## src/rtl/dbled_pkg.sv

```systemverilog
// Shared types and constants for the double buffered LED frame readout unit.
// No dependencies; imported by dbled_rotmod and the top-level readout unit.
package dbled_pkg;

	localparam int MAX_PIXELS   = 1024;
	localparam int IDX_W        = $clog2(MAX_PIXELS);
	localparam int CNT_W        = IDX_W + 1;
	localparam int ADDR_W       = IDX_W + 1;
	localparam int STORE_DEPTH  = 2 * MAX_PIXELS;
	localparam int CHAN_W       = 8;
	localparam int COLOR_W      = 3 * CHAN_W;

	localparam int IN_FIELDS_W  = IDX_W + COLOR_W;
	localparam int IN_TDATA_W   = ((IN_FIELDS_W + 7) / 8) * 8;
	localparam int OUT_FIELDS_W = COLOR_W + IDX_W;
	localparam int OUT_TDATA_W  = ((OUT_FIELDS_W + 7) / 8) * 8;

	localparam int CFG_IDX_W    = 2;
	localparam int CFG_DATA_W   = CNT_W;

	localparam int OQ_DEPTH     = 4;
	localparam int OQ_PTR_W     = $clog2(OQ_DEPTH);
	localparam int PEND_W       = OQ_PTR_W + 1;

	localparam int STEP_W       = $clog2(IDX_W);

	typedef enum logic [1:0] {
		REQ_WR_SHOWN  = 2'd0,
		REQ_WR_HIDDEN = 2'd1,
		REQ_SWAP      = 2'd2,
		REQ_FETCH     = 2'd3
	} req_t;

	typedef enum logic [CFG_IDX_W-1:0] {
		CFG_LED_COUNT = 2'd0,
		CFG_REVERSE   = 2'd1,
		CFG_ROTATE    = 2'd2
	} cfg_reg_t;

	typedef struct packed {
		logic [COLOR_W-1:0] color;
		logic [IDX_W-1:0]   position;
		logic               last;
	} pix_out_t;

endpackage

```

## src/rtl/dbled_rotmod.sv

```systemverilog
// Iterative restoring remainder unit: rotation/offset modulo LED count.
// Depends on dbled_pkg; one quotient bit per cycle.
module dbled_rotmod import dbled_pkg::*; (
	input  logic             clk,
	input  logic             arst_n,
	input  logic             start,
	input  logic [IDX_W-1:0] dividend,
	input  logic [CNT_W-1:0] divisor,
	output logic             busy,
	output logic [IDX_W-1:0] result
);

	logic             busy_q;
	logic [STEP_W-1:0] step_q;
	logic [IDX_W-1:0] rem_q;
	logic [IDX_W-1:0] dvd_q;
	logic [CNT_W-1:0] div_q;
	logic [CNT_W-1:0] trial;
	logic             fits;
	logic [CNT_W-1:0] diff;

	assign trial = {rem_q, dvd_q[IDX_W-1]};
	assign fits  = trial >= div_q;
	assign diff  = trial - div_q;

	always_ff @(posedge clk or negedge arst_n) begin
		if (!arst_n) begin
			busy_q <= 1'b0;
			step_q <= '0;
			rem_q  <= '0;
		end else if (start) begin
			busy_q <= 1'b1;
			step_q <= '0;
			rem_q  <= '0;
		end else if (busy_q) begin
			rem_q  <= fits ? diff[IDX_W-1:0] : trial[IDX_W-1:0];
			step_q <= step_q + STEP_W'(1);
			if (step_q == STEP_W'(IDX_W - 1)) begin
				busy_q <= 1'b0;
			end
		end
	end

	always_ff @(posedge clk) begin
		if (start) begin
			dvd_q <= dividend;
			div_q <= divisor;
		end else if (busy_q) begin
			dvd_q <= {dvd_q[IDX_W-2:0], 1'b0};
		end
	end

	assign busy   = busy_q;
	assign result = rem_q;

endmodule

```

## config.mk

```make
export PLATFORM = sky130hd
export DESIGN_NAME = dbled_rotmod
export DESIGN_NICKNAME = d
export VERILOG_FILES = /design/src/rtl/dbled_pkg.sv /design/src/rtl/dbled_rotmod.sv
export SDC_FILE = /design/constraint.sdc
export NUM_CORES = 1
export LEC_CHECK = 0
export ABC_AREA = 1
export BUFFER_PORTS_ARGS = -buffer_cell sky130_fd_sc_hd__buf_2
export CORE_MARGIN = 2
export CORE_UTILIZATION = 55
export CTS_CLUSTER_DIAMETER = 50
export DETAILED_ROUTE_END_ITERATION = 16
export PLACE_DENSITY = 0.82
export SLEW_MARGIN = 0
export SYNTH_ARGS = -nofsm -noshare
export SYNTH_HDL_FRONTEND = slang
export SYNTH_SLANG_ARGS = --single-unit
```

## constraint.sdc

```tcl
create_clock -name clk -period 2.7 [get_ports clk]
set_clock_uncertainty 0.2 [all_clocks]
set_input_delay 0.135 -clock clk [delete_from_list [all_inputs] [get_ports clk]]
set_output_delay 0.135 -clock clk [all_outputs]
set_load 0.01 [all_outputs]
```

Yosys cells after proc, flatten, opt, wreduce, memory -nomap -nowiden

Index checks and enable logic that the tools add are counted.

$lt $le $gt $ge: 1
Eq/ne operators: 1
Reduce and logical (&&, ||, !) cells: 1
Add/subtract/negate cells: 2
Mux-type cells: 10

Operators with widths:

| kind                  | count |
|---|---|
| $mux W10              | 5 |
| $ge A11 B11 Y1        | 1 |
| $sub A10 B10 Y10      | 1 |
| $mux W4               | 2 |
| $add A4 B1 Y4 const B | 1 |
| $eq A4 B4 Y1 const B  | 1 |
| $mux W1               | 3 |
| $reduce_bool A2 Y1    | 1 |

Register bits after elaboration: 36
Logic and storage cells: 20
Input port bits: 24

Logic depth before layout (Yosys ltp)

Gate-level depths: netlist of the first run.

Depth after elaboration: 4
Gate-level depth with buffers: 13
Mapped depth without buffers: 13

Worst setup path after synthesis of the first run

No wires, ideal clock.

Path kind: register to register
Start point: reg rem_q[1] (netlist: result[1])
End point: reg rem_q[1] (netlist: result[1])
Data arrival time: 1.639 ns
Stages on the path, launching flop included: 12
Path slack: 0.743 ns
Data required time: 2.382 ns
Buffers on the path: 2
Cell sequence: dfrtp_1 ha_1 buf_6 a21oi_4 nand2_2 nand2_2 nand2_4 nand2_8 nand2_8 buf_12 nor2_2 o21ai_2

Longest elaborated chain between the ends: 4

RTL lines:

| what                     | line               | RTL |
|---|---|---|
| start: declaration       | dbled_rotmod.sv:15 | `logic [IDX_W-1:0] rem_q;` |
| start signal: assignment | dbled_rotmod.sv:36 | `rem_q <= fits ? diff[IDX_W-1:0] : trial[IDX_W-1:0];` |
| $ge A11 B11 Y1           | dbled_rotmod.sv:23 | `assign fits = trial >= div_q;` |
| $mux W10                 | dbled_rotmod.sv:36 |  |
| $mux W10                 | dbled_rotmod.sv:35 | `end else if (busy_q) begin` |
| $mux W10                 | dbled_rotmod.sv:31 | `end else if (start) begin` |

No other way between the ends. The select of a mux whose other input is x is not followed.
A chain may end at the register's enable or synchronous reset.

Final worst setup path of the first run

Start point: reg rem_q[1] (netlist: result[1])
End point: reg rem_q[8] (netlist: result[8])

Longest elaborated chain between the ends: 4

RTL lines:

| what                                               | line |
|---|---|
| $sub A10 B10 Y10 or $ge A11 B11 Y1 (tied branches) | dbled_rotmod.sv:24, dbled_rotmod.sv:23 |
| $mux W10 (*)                                       | dbled_rotmod.sv:36 |
| $mux W10 (*)                                       | dbled_rotmod.sv:35 |
| $mux W10 (*)                                       | dbled_rotmod.sv:31 |

Mark *: on every way between the ends. The rest lies on a longest branch, timed or not. The select of a mux whose other input is x is not followed.

==> run summary, run 1 <==
### Timing
* no — setup repair after global routing missed its margin
* 0 — final hold violations
* 0.5084 ns — transition at the pin with the smallest max-transition slack
* 473.1 MHz — upper clock frequency limit
* 78.28% — Period Utilization, post-route
* 0 — Setup Viol. Count Final
* 0 — Final Max Tran Viols
* 2.114 ns — fin crit period
* 0 ns — setup tns final
* 66.07% — worst slew slack as a fraction of its limit

### Setup path
* 2.70 ns — required time of the critical path
* ha_1 — cell with the largest stage delay on the worst path
* 0 — Critical path buffers and inverters
* register — category of the worst setup path launch point
* 0.47 ns — slowest cell delay on critical path
* simple AND/OR/NAND/NOR gates — category of cells accounting for the largest share of critical-path delay
* register — crit path capture type
* 2.11 ns — Critical Path AT
* reg -> reg — type of the worst setup path
* ha_1, nand3_1, nand2_2, nand2_2, nand2_4, nand2_8, nand2_8, nand2_1, nand2_1, o21ai_2 — cells traversed along the worst timing path
* 13 — Max Fanout on Critical Path

### Logic synthesis
* 2238 sq um — Cell Area, Synth
* 36 — count of state elements after synthesis
* 8.161% — synthesized-area fraction occupied by adder cells
* 5.981% — Compound-Gate Fraction of Synth Area
* 34 — Distinct cells, synth
* 0 — Yosys warnings
* 1.174% — parity-gate share of the synthesized area counting xor and xnor cells
* edfxtp_1 — leading area contributor after synthesis
* 28.17% — top cell type's share of synthesized area
* 0% — multiplexer share of the synthesized area
* 30.91% — fraction of the mapped netlist area in simple logic gates
* 296 — Post-Syn Nets
* 44.94% — proportion of synthesized chip area in sequential cells
* simple AND/OR/NAND/NOR gates — dominant combinational cell family by area after synthesis
* 8.676 sq um — synthesized area per cell
* 258 — Cells after Synth
* edfxtp_1 (28%), dfrtp_1 (17%), nand2_1 (14%) — top cells by area, synth

### Cells and area
* 23.82% — proportion of layout cells with a drive suffix above 1
* 70.23% — post-layout utilization of the core
* nand2_1 (84), inv_1 (37), buf_2 (34) — commonest cells after routing, fill and taps aside
* 24.59% — Layout Area Growth over Synthesis
* 0 — Inserted Diodes
* 356 — final net count
* nand2_1 — most common cell after layout, fill and taps aside

### Power
* 920.4 uW — switching power
* 44.9% — portion of total power attributed to combinational logic
* 32.3% — sequential group share of total power
* 835.0 nW/um^2 — ratio of total power to cell area
* 22.8% — Clk network pwr share
* 39.53% — Sw Share
* 1408 uW — internal power
* 0.001458 uW — static power due to leakage
* 0.6110 mV — worst voltage drop across the vdd grid

### Global route
* 1,809 — via count of the first global-routing pass
* 8197 um — global-route wire length before repair
* 25 — pin count of the biggest net entering global routing
* 0 — gr ovfl total
* 25.04% — Total Routing Usage GR
* 0 — number of antenna violations at the first check in global routing

### Floorplan
* 35 — # IOs
* 4596 sq um — DIE AREA
* 67.80 um — width of the die
* 67.80 um — overall die height
* 23 — floorplan row count
* 56.36% — Starting Density
* 3971 sq um — area of the core

### Routing
* 0 — remaining antenna violation count after routing
* 1,847 — overall via count from detail_route
* 13.26 um — routed length per instance
* 143 — first-iteration detailed-routing DRC count
* 5.005 — Vias per Instance
* 0 — DRC violation count after routing
* 4 — detailed-routing iteration count for the pre-antenna-repair pass
* 4892 um — drt total wl

### Run status
* complete, no violations — result of the run

### CTS
* clkbuf_8 — Clock Root Buffer
* 2 — H-tree lvl count
* 2 — maximum count of clock buffers along a single path
* 0 — post-cts resize count
* yes — CTS tree
* 22 — number of hold buffers added after CTS
* 36 — total number of clock tree sinks
* 0.30 ns — clock insertion delay at the later pin of the skew report
* 5 — clock buffer count from CTS
* 0.08 ns — Clk pin slew, worst setup/hold paths
* 0 — post-CTS setup-driven buffer insertion count

### Placed design
* 0.9024 — gp weighted congestion
* 3125 um — dpl hpwl
* 34 — Buffers on Ports

### Flow run
* 0 — maximum capacitance violations

### Min path
* in -> reg — worst hold path class

==> state kept, by name (all words and copies together), names as in the netlist <==
| register | cells |
|---|---|
| busy | 1 |
| dvd_q | 10 |
| step_q | 4 |
| div_q | 11 |
| result | 10 |
==> final timing paths <==
path                       startpoint        end  slack [ns]  cells after the start
hold / removal                  start  result[9]        0.04                      4
hold reg to reg             result[9]  result[9]        0.32                      2
setup / recovery            result[1]  result[8]        0.59                     10
max in group asynchronous      arst_n  result[4]        1.94                      2
setup reg to reg            result[1]  result[8]        0.59                     10
min in group asynchronous      arst_n  result[9]        0.08                      2
==> per-layer routing <==
metal | track usage, % | vias to the layer above | wire [um]
li1 | - | 942 | -
met1 | 30.29 | 846 | 2150
met2 | 42.40 | 52 | 2403
met3 | 6.000 | 7 | 232
met4 | 11.00 | 0 | 105
met5 | 0 | - | 0
==> power by group through the flow <==
| stage | Combinational, uW | Clock, uW | Sequential (uW) |
|---|---|---|---|
| floorplan | 790 | 0 | 781 |
| CTS | 1040 | 532 | 750 |
| finish | 1050 | 531 | 751 |
| global placement | 982 | 0 | 759 |
| detailed placement | 996 | 0 | 762 |
| global route | 1180 | 556 | 765 |
==> cells by family (layout without fill, tap and decap cells) <==
| family | Yosys count | in the layout |
|---|---|---|
| buf+inv | 46 | 107 |
| xor+xnor | 3 | 3 |
| compound gates | 18 | 18 |
| fa+ha+maj | 14 | 14 |
| simple gates | 141 | 141 |
| flops | 36 | 36 |
==> through the flow <==
step / setup WS (ns) / total power (uW) / area [sq um] / hold slack, ns / cells
floorplan: 0.7429 / 1571 / 2238 / -0.3606 / 258
global placement: 0.6235 / 1741 / 2442 / -0.1240 / 339
detailed placement: 0.6189 / 1758 / 2442 / -0.1207 / 339
CTS: 0.5942 / 2322 / 2789 / 0.04150 / 369
global route: 0.4644 / 2496 / 2789 / 0.07575 / 369
finish: 0.5864 / 2329 / 2789 / 0.04014 / 369
==> final cells by class <==
| class | count | area [sq um] |
|---|---|---|
| clock inverter | 1 | 30.03 |
| clock buffer | 7 | 96.34 |
| timing repair buffer | 58 | 405.4 |
| multi-input combinational | 176 | 1035 |
| sequential | 36 | 1006 |
| fill | 297 | 1182 |
| inverter | 41 | 153.9 |
| tap | 50 | 62.56 |
==> Yosys cell counts <==
cell and n:
nand3_2 5, a41oi_1 1, a21o_1 1, clkbuf_1 2
buf_2 1, inv_2 4, buf_6 1, dfrtp_1 15
nor2_2 7, fa_1 1, xor2_1 1, xnor2_1 2
a21oi_1 5, a21oi_4 2, o22ai_1 1, edfxtp_1 21
o21ai_0 1, nor2_1 9, o21bai_1 1, nand3_1 19
o21ai_2 3, o21ai_1 3, ha_1 13, nand2_1 84
nand3b_1 2, buf_12 1, inv_1 37, nand2_4 1
nand4_1 2, and3_1 1, nand2_2 7, nor2_8 1
nor3_1 1, nand2_8 2
==> worst min-delay path: cells and delay by family <==
kind,cells,cell delay (ns)
and+or+nand+nor,3,0.25
buffers and inverters,1,0.12
Power figures use the tool's default switching activity.
==> inputs of run 2 (changes only) <==
- CORE_UTILIZATION: 55 -> 51
- PLACE_DENSITY: 0.82 -> 0.8
- clock period: 2.7 -> 1.8 ns (I/O delays scaled with it)
==> run summary, run 2 (synthesis results as in run 1) <==
### CTS
* 5 — clock buffer count from CTS
* 2 — maximum count of clock buffers along a single path
* 0.08 ns — Clk pin slew, worst setup/hold paths
* yes — CTS tree
* clkbuf_8 — Clock Root Buffer
* 0.30 ns — clock insertion delay at the later pin of the skew report
* 36 — total number of clock tree sinks
* 2 — H-tree lvl count

### Cells and area
* 45.56% — proportion of layout cells with a drive suffix above 1
* 227 — fillcell total
* 1008 sq um — area used by sequential logic in the layout
* div_q — register with the most flip-flops
* 50.42% — Layout Area Growth over Synthesis
* nand2_1 (66), buf_4 (39), buf_2 (34) — commonest cells after routing, fill and taps aside
* 397 — final net count
* 3367 sq um — cell area after layout
* 11 — number of flip-flops in the largest register
* 0 — Inserted Diodes
* 412 — final instance count without filler cells
* 1340 sq um — area of the multi-input gates
* nand2_1 — most common cell after layout, fill and taps aside

### Timing
* 116.1% — Period Utilization, post-route
* yes — setup repair after global routing missed its margin
* 0.04336 ns — Post-Route Hold Slack
* 0 — Final Max Tran Viols
* 2.090 ns — fin crit period
* 478.4 MHz — upper clock frequency limit
* 0.9309 ns — transition at the pin with the smallest max-transition slack
* 37.71% — worst slew slack as a fraction of its limit
* 10 — Setup Viol. Count Final
* -0.2901 ns — worst-case setup margin in the final layout
* 0 — final hold violations

### Placed design
* 3965 um — dpl hpwl
* -0.1981 ns — worst slack at placement
* 374 — Placed Instances
* 34 — Buffers on Ports
* 2783 sq um — instance area at placement
* 0.8747 — gp weighted congestion

### Setup path
* ha_4, nand2_1, nor2_1, nand3_2, nand2_4, nor2_8, nand2_4, nand3_2, nand3_1, nand2_1 — cells traversed along the worst timing path
* -0.29 ns — worst setup slack for register-to-register paths
* result[7] — Reg-to-Reg End
* reg -> reg — type of the worst setup path
* register — category of the worst setup path launch point
* 1.78 ns — required time of the critical path
* result[1] — worst setup path startpoint
* 10 — depth of the most critical reg-to-reg path
* 7 — Max Fanout on Critical Path
* result[1] — reg2reg start
* register — crit path capture type
* 2.07 ns — Critical Path AT
* dfrtp_2 — cell with the largest stage delay on the worst path
* 0.43 ns — slowest cell delay on critical path

### Global route
* 27.84% — Total Routing Usage GR
* 0 — gr ovfl total
* 10,580 um — global-route wire length before repair
* 0 — number of antenna violations at the first check in global routing
* 2,249 — via count of the first global-routing pass
* 19 — pin count of the biggest net entering global routing

### Power
* 0.8693 mV — worst voltage drop across the vdd grid
* 0.001670 uW — static power due to leakage
* 1328 nW/um^2 — ratio of total power to cell area

### Routing
* 7093 um — drt total wl
* 17.22 um — routed length per instance
* 0 — DRC violation count after routing
* 2,224 — overall via count from detail_route
* 0 — remaining antenna violation count after routing
* 4 — detailed-routing iteration count for the pre-antenna-repair pass
* 5.398 — Vias per Instance
* 277 — first-iteration detailed-routing DRC count

### Run status
* complete, but fails checks — result of the run
* setup timing — failing checks

### Flow run
* 0 — maximum capacitance violations

### Floorplan
* 70.25 um — overall die height
* 70.25 um — width of the die
* 4294 sq um — area of the core
* 35 — # IOs
* 4935 sq um — DIE AREA
* 24 — floorplan row count
* 52.13% — Starting Density

### Min path
* in -> async — worst hold path class

run 2: changes by cell type in the layout (fill, tap and decap cells not counted), sizes merged:
cell         change
bufinv           -1
buf             +39
dlygate4sd3      +1
nand2            +1
clkinv           +1
run 2: power by group:
| part | internal [uW] | switching [uW] | leakage (uW) |
|---|---|---|---|
| sequential | 1020 | 136 | 0.000415 |
| combinational | 1240 | 1500 | 0.00121 |
| clock | 272 | 296 | 0.0000422 |
| total | 2540 | 1940 | 0.00167 |
run 2: layout make-up:
type,instances,share of cell area [%]
Clock buffer,7,2.267
Clock inverter,1,0.1486
Inverter,41,4.645
Multi-Input combinational cell,177,39.80
Sequential cell,36,29.95
Tap cell,52,1.932
Timing Repair Buffer,98,21.26
run 2: worst max path at each step:
stage          slack [ns]  depth (start not counted)   endpoint
6_report            -0.29                         10  result[7]
3_5_place_dp        -0.20                         12  result[6]
2_1_floorplan       -0.11                         12  result[3]
4_1_cts             -0.08                         10  result[9]
3_3_place_gp        -0.15                         12  result[8]
5_1_grt             -0.31                         10  result[7]
run 2: metal layers:
metal  GRT usage, %  wire (um)  vias up
li1               -          -     1028
met1          31.79       2657     1049
met2          50.00       3701      112
met3          5.628        432       35
met4          11.97        301        0
met5              0          0        -
run 2: timing repair:
item,CTS,global route
pin swaps,14,8
endpoints found under the hold margin,41,0
setup buffers,4,2
setup endpoints to repair,10,10
resized for setup,37,17
hold buffers,23,0
gates cloned,1,0
run 2: worst max-delay path: cells and delay by family (launching register included):
family	cells	cell delay (ns)
adders and majority gates	1	0.33
and+or+nand+nor	9	1.02
DFF	1	0.43
run 2: through the flow:
| step | TNS (ns) | total power [uW] | utilization [%] |
|---|---|---|---|
| 2_1_floorplan | -0.9835 | 2489 | - |
| 3_3_place_gp | -0.7379 | 3145 | 64.80 |
| 3_5_place_dp | -1.145 | 3211 | 64.80 |
| 4_1_cts | -0.5964 | 4109 | 76.40 |
| 5_1_grt | -2.559 | 4669 | 78.41 |
| 6_report | -2.265 | 4472 | 78.41 |
==> inputs of run 3 (changes only) <==
- RECOVER_POWER: not set -> 100
==> run summary, run 3 (synthesis results as in run 1) <==
### Routing
* 514 um — met3 routed WL
* 2567 um — wl on met1
* 5.483 — Vias per Instance
* met4 — highest routed layer
* 17.19 um — routed length per instance
* 226 — first-iteration detailed-routing DRC count
* 3691 um — met2 WL
* 0 — remaining antenna violation count after routing
* 2,259 — overall via count from detail_route
* 5 — detailed-routing iteration count for the pre-antenna-repair pass
* 7082 um — drt total wl
* 0 — DRC violation count after routing

### Floorplan
* 4294 sq um — area of the core
* 24 — floorplan row count
* 70.25 um — overall die height
* 70.25 um — width of the die
* 4935 sq um — DIE AREA
* 52.13% — Starting Density
* 35 — # IOs

### CTS
* yes — CTS tree
* clkbuf_8 — Clock Root Buffer
* 2 — maximum count of clock buffers along a single path
* 5 — clock buffer count from CTS
* 0.08 ns — Clk pin slew, worst setup/hold paths
* 0.29 ns — clock insertion delay at the later pin of the skew report
* 2 — H-tree lvl count
* 36 — total number of clock tree sinks

### Run status
* setup timing — failing checks
* complete, but fails checks — result of the run

### Timing
* -0.2705 ns — worst-case setup margin in the final layout
* 0 — final hold violations
* 2.071 ns — fin crit period
* 10 — Setup Viol. Count Final
* 35.80% — worst slew slack as a fraction of its limit
* 115.0% — Period Utilization, post-route
* 0 — Final Max Tran Viols
* yes — setup repair after global routing missed its margin
* 0.07941 ns — Post-Route Hold Slack
* 0.9630 ns — transition at the pin with the smallest max-transition slack
* 483.0 MHz — upper clock frequency limit

### Setup path
* -0.27 ns — worst setup slack for register-to-register paths
* 2.05 ns — Critical Path AT
* 10 — depth of the most critical reg-to-reg path
* register — crit path capture type
* result[1] — reg2reg start
* reg -> reg — type of the worst setup path
* result[7] — destination of the critical timing path
* register — category of the worst setup path launch point
* 1.78 ns — required time of the critical path
* 7 — Max Fanout on Critical Path
* result[7] — Reg-to-Reg End
* result[1] — worst setup path startpoint

### Cells and area
* nand2_1 (66), buf_4 (38), buf_2 (32) — commonest cells after routing, fill and taps aside
* 50.14% — Layout Area Growth over Synthesis
* 231 — fillcell total
* nand2_1 — most common cell after layout, fill and taps aside
* 412 — final instance count without filler cells
* 397 — final net count
* 0 — Inserted Diodes
* div_q — register with the most flip-flops
* 78.26% — post-layout utilization of the core
* 44.72% — proportion of layout cells with a drive suffix above 1
* 11 — number of flip-flops in the largest register

### Global route
* 2,249 — via count of the first global-routing pass
* 0 — gr ovfl total
* 27.84% — Total Routing Usage GR
* 19 — pin count of the biggest net entering global routing
* 10,580 um — global-route wire length before repair
* 0 — number of antenna violations at the first check in global routing

### Min path
* in -> reg — worst hold path class

### Power
* 0.001663 uW — static power due to leakage
* 1328 nW/um^2 — ratio of total power to cell area
* 0.8640 mV — worst voltage drop across the vdd grid
* 4462 uW — Pwr Total

### Flow run
* 0 — maximum capacitance violations

### Placed design
* -0.1981 ns — worst slack at placement
* 374 — Placed Instances
* 34 — Buffers on Ports
* 0.8747 — gp weighted congestion
* 3965 um — dpl hpwl

run 3: area by class of cell:
cell class,count,area [sq um],area share (%)
multi-input cells,177,1340,39.87
flip-flops and latches,36,1008,30.01
repair buffers,98,709.4,21.11
inverters,41,156.4,4.654
clock inverters,1,5.005,0.1489
well taps,52,65.06,1.936
clock buffers,7,76.32,2.271
run 3: what timing repair did:
action,CTS,global route
pin swaps,14,8
hold endpoints to repair,41,0
hold buffers,23,0
cloned,1,0
gates resized for setup,37,17
buffers inserted,4,2
endpoints found under the setup margin,10,10
run 3: where the power goes:
part,internal [uW],switching [uW]
logic,1240,1500
clock network,272,289
registers,1020,136
total,2540,1930
run 3: metal layers:
layer,GRT usage (%),up-vias
met5,0,-
met1,31.79,1072
li1,-,1026
met2,50.00,127
met3,5.628,34
met4,11.97,0
run 3: worst min-delay path by stage:
stage | startpoint | endpoint | depth (start not counted)
after CTS | arst_n | result[3] | 2
after global placement | arst_n | result[3] | 1
final | start | result[5] | 5
after detailed placement | arst_n | result[3] | 1
after floorplan | arst_n | busy | 0
after global routing | start | result[5] | 5
run 3: metrics by stage:
| step | TNS (ns) | area [sq um] |
|---|---|---|
| after floorplan | -0.9835 | 2328 |
| after global routing | -2.926 | 3361 |
| final | -2.191 | 3361 |
| after global placement | -0.7379 | 2783 |
| after detailed placement | -1.145 | 2783 |
| after CTS | -0.5964 | 3281 |
run 3: critical path: stages (launching register included):
cell and delay [ns]:
dfrtp_2 0.42, ha_4 0.33, nand2_1 0.10, nor2_1 0.19
nand3_2 0.13, nand2_4 0.12, nor2_8 0.07, nand2_4 0.15
nand3_2 0.08, nand3_1 0.09, nand2_1 0.07
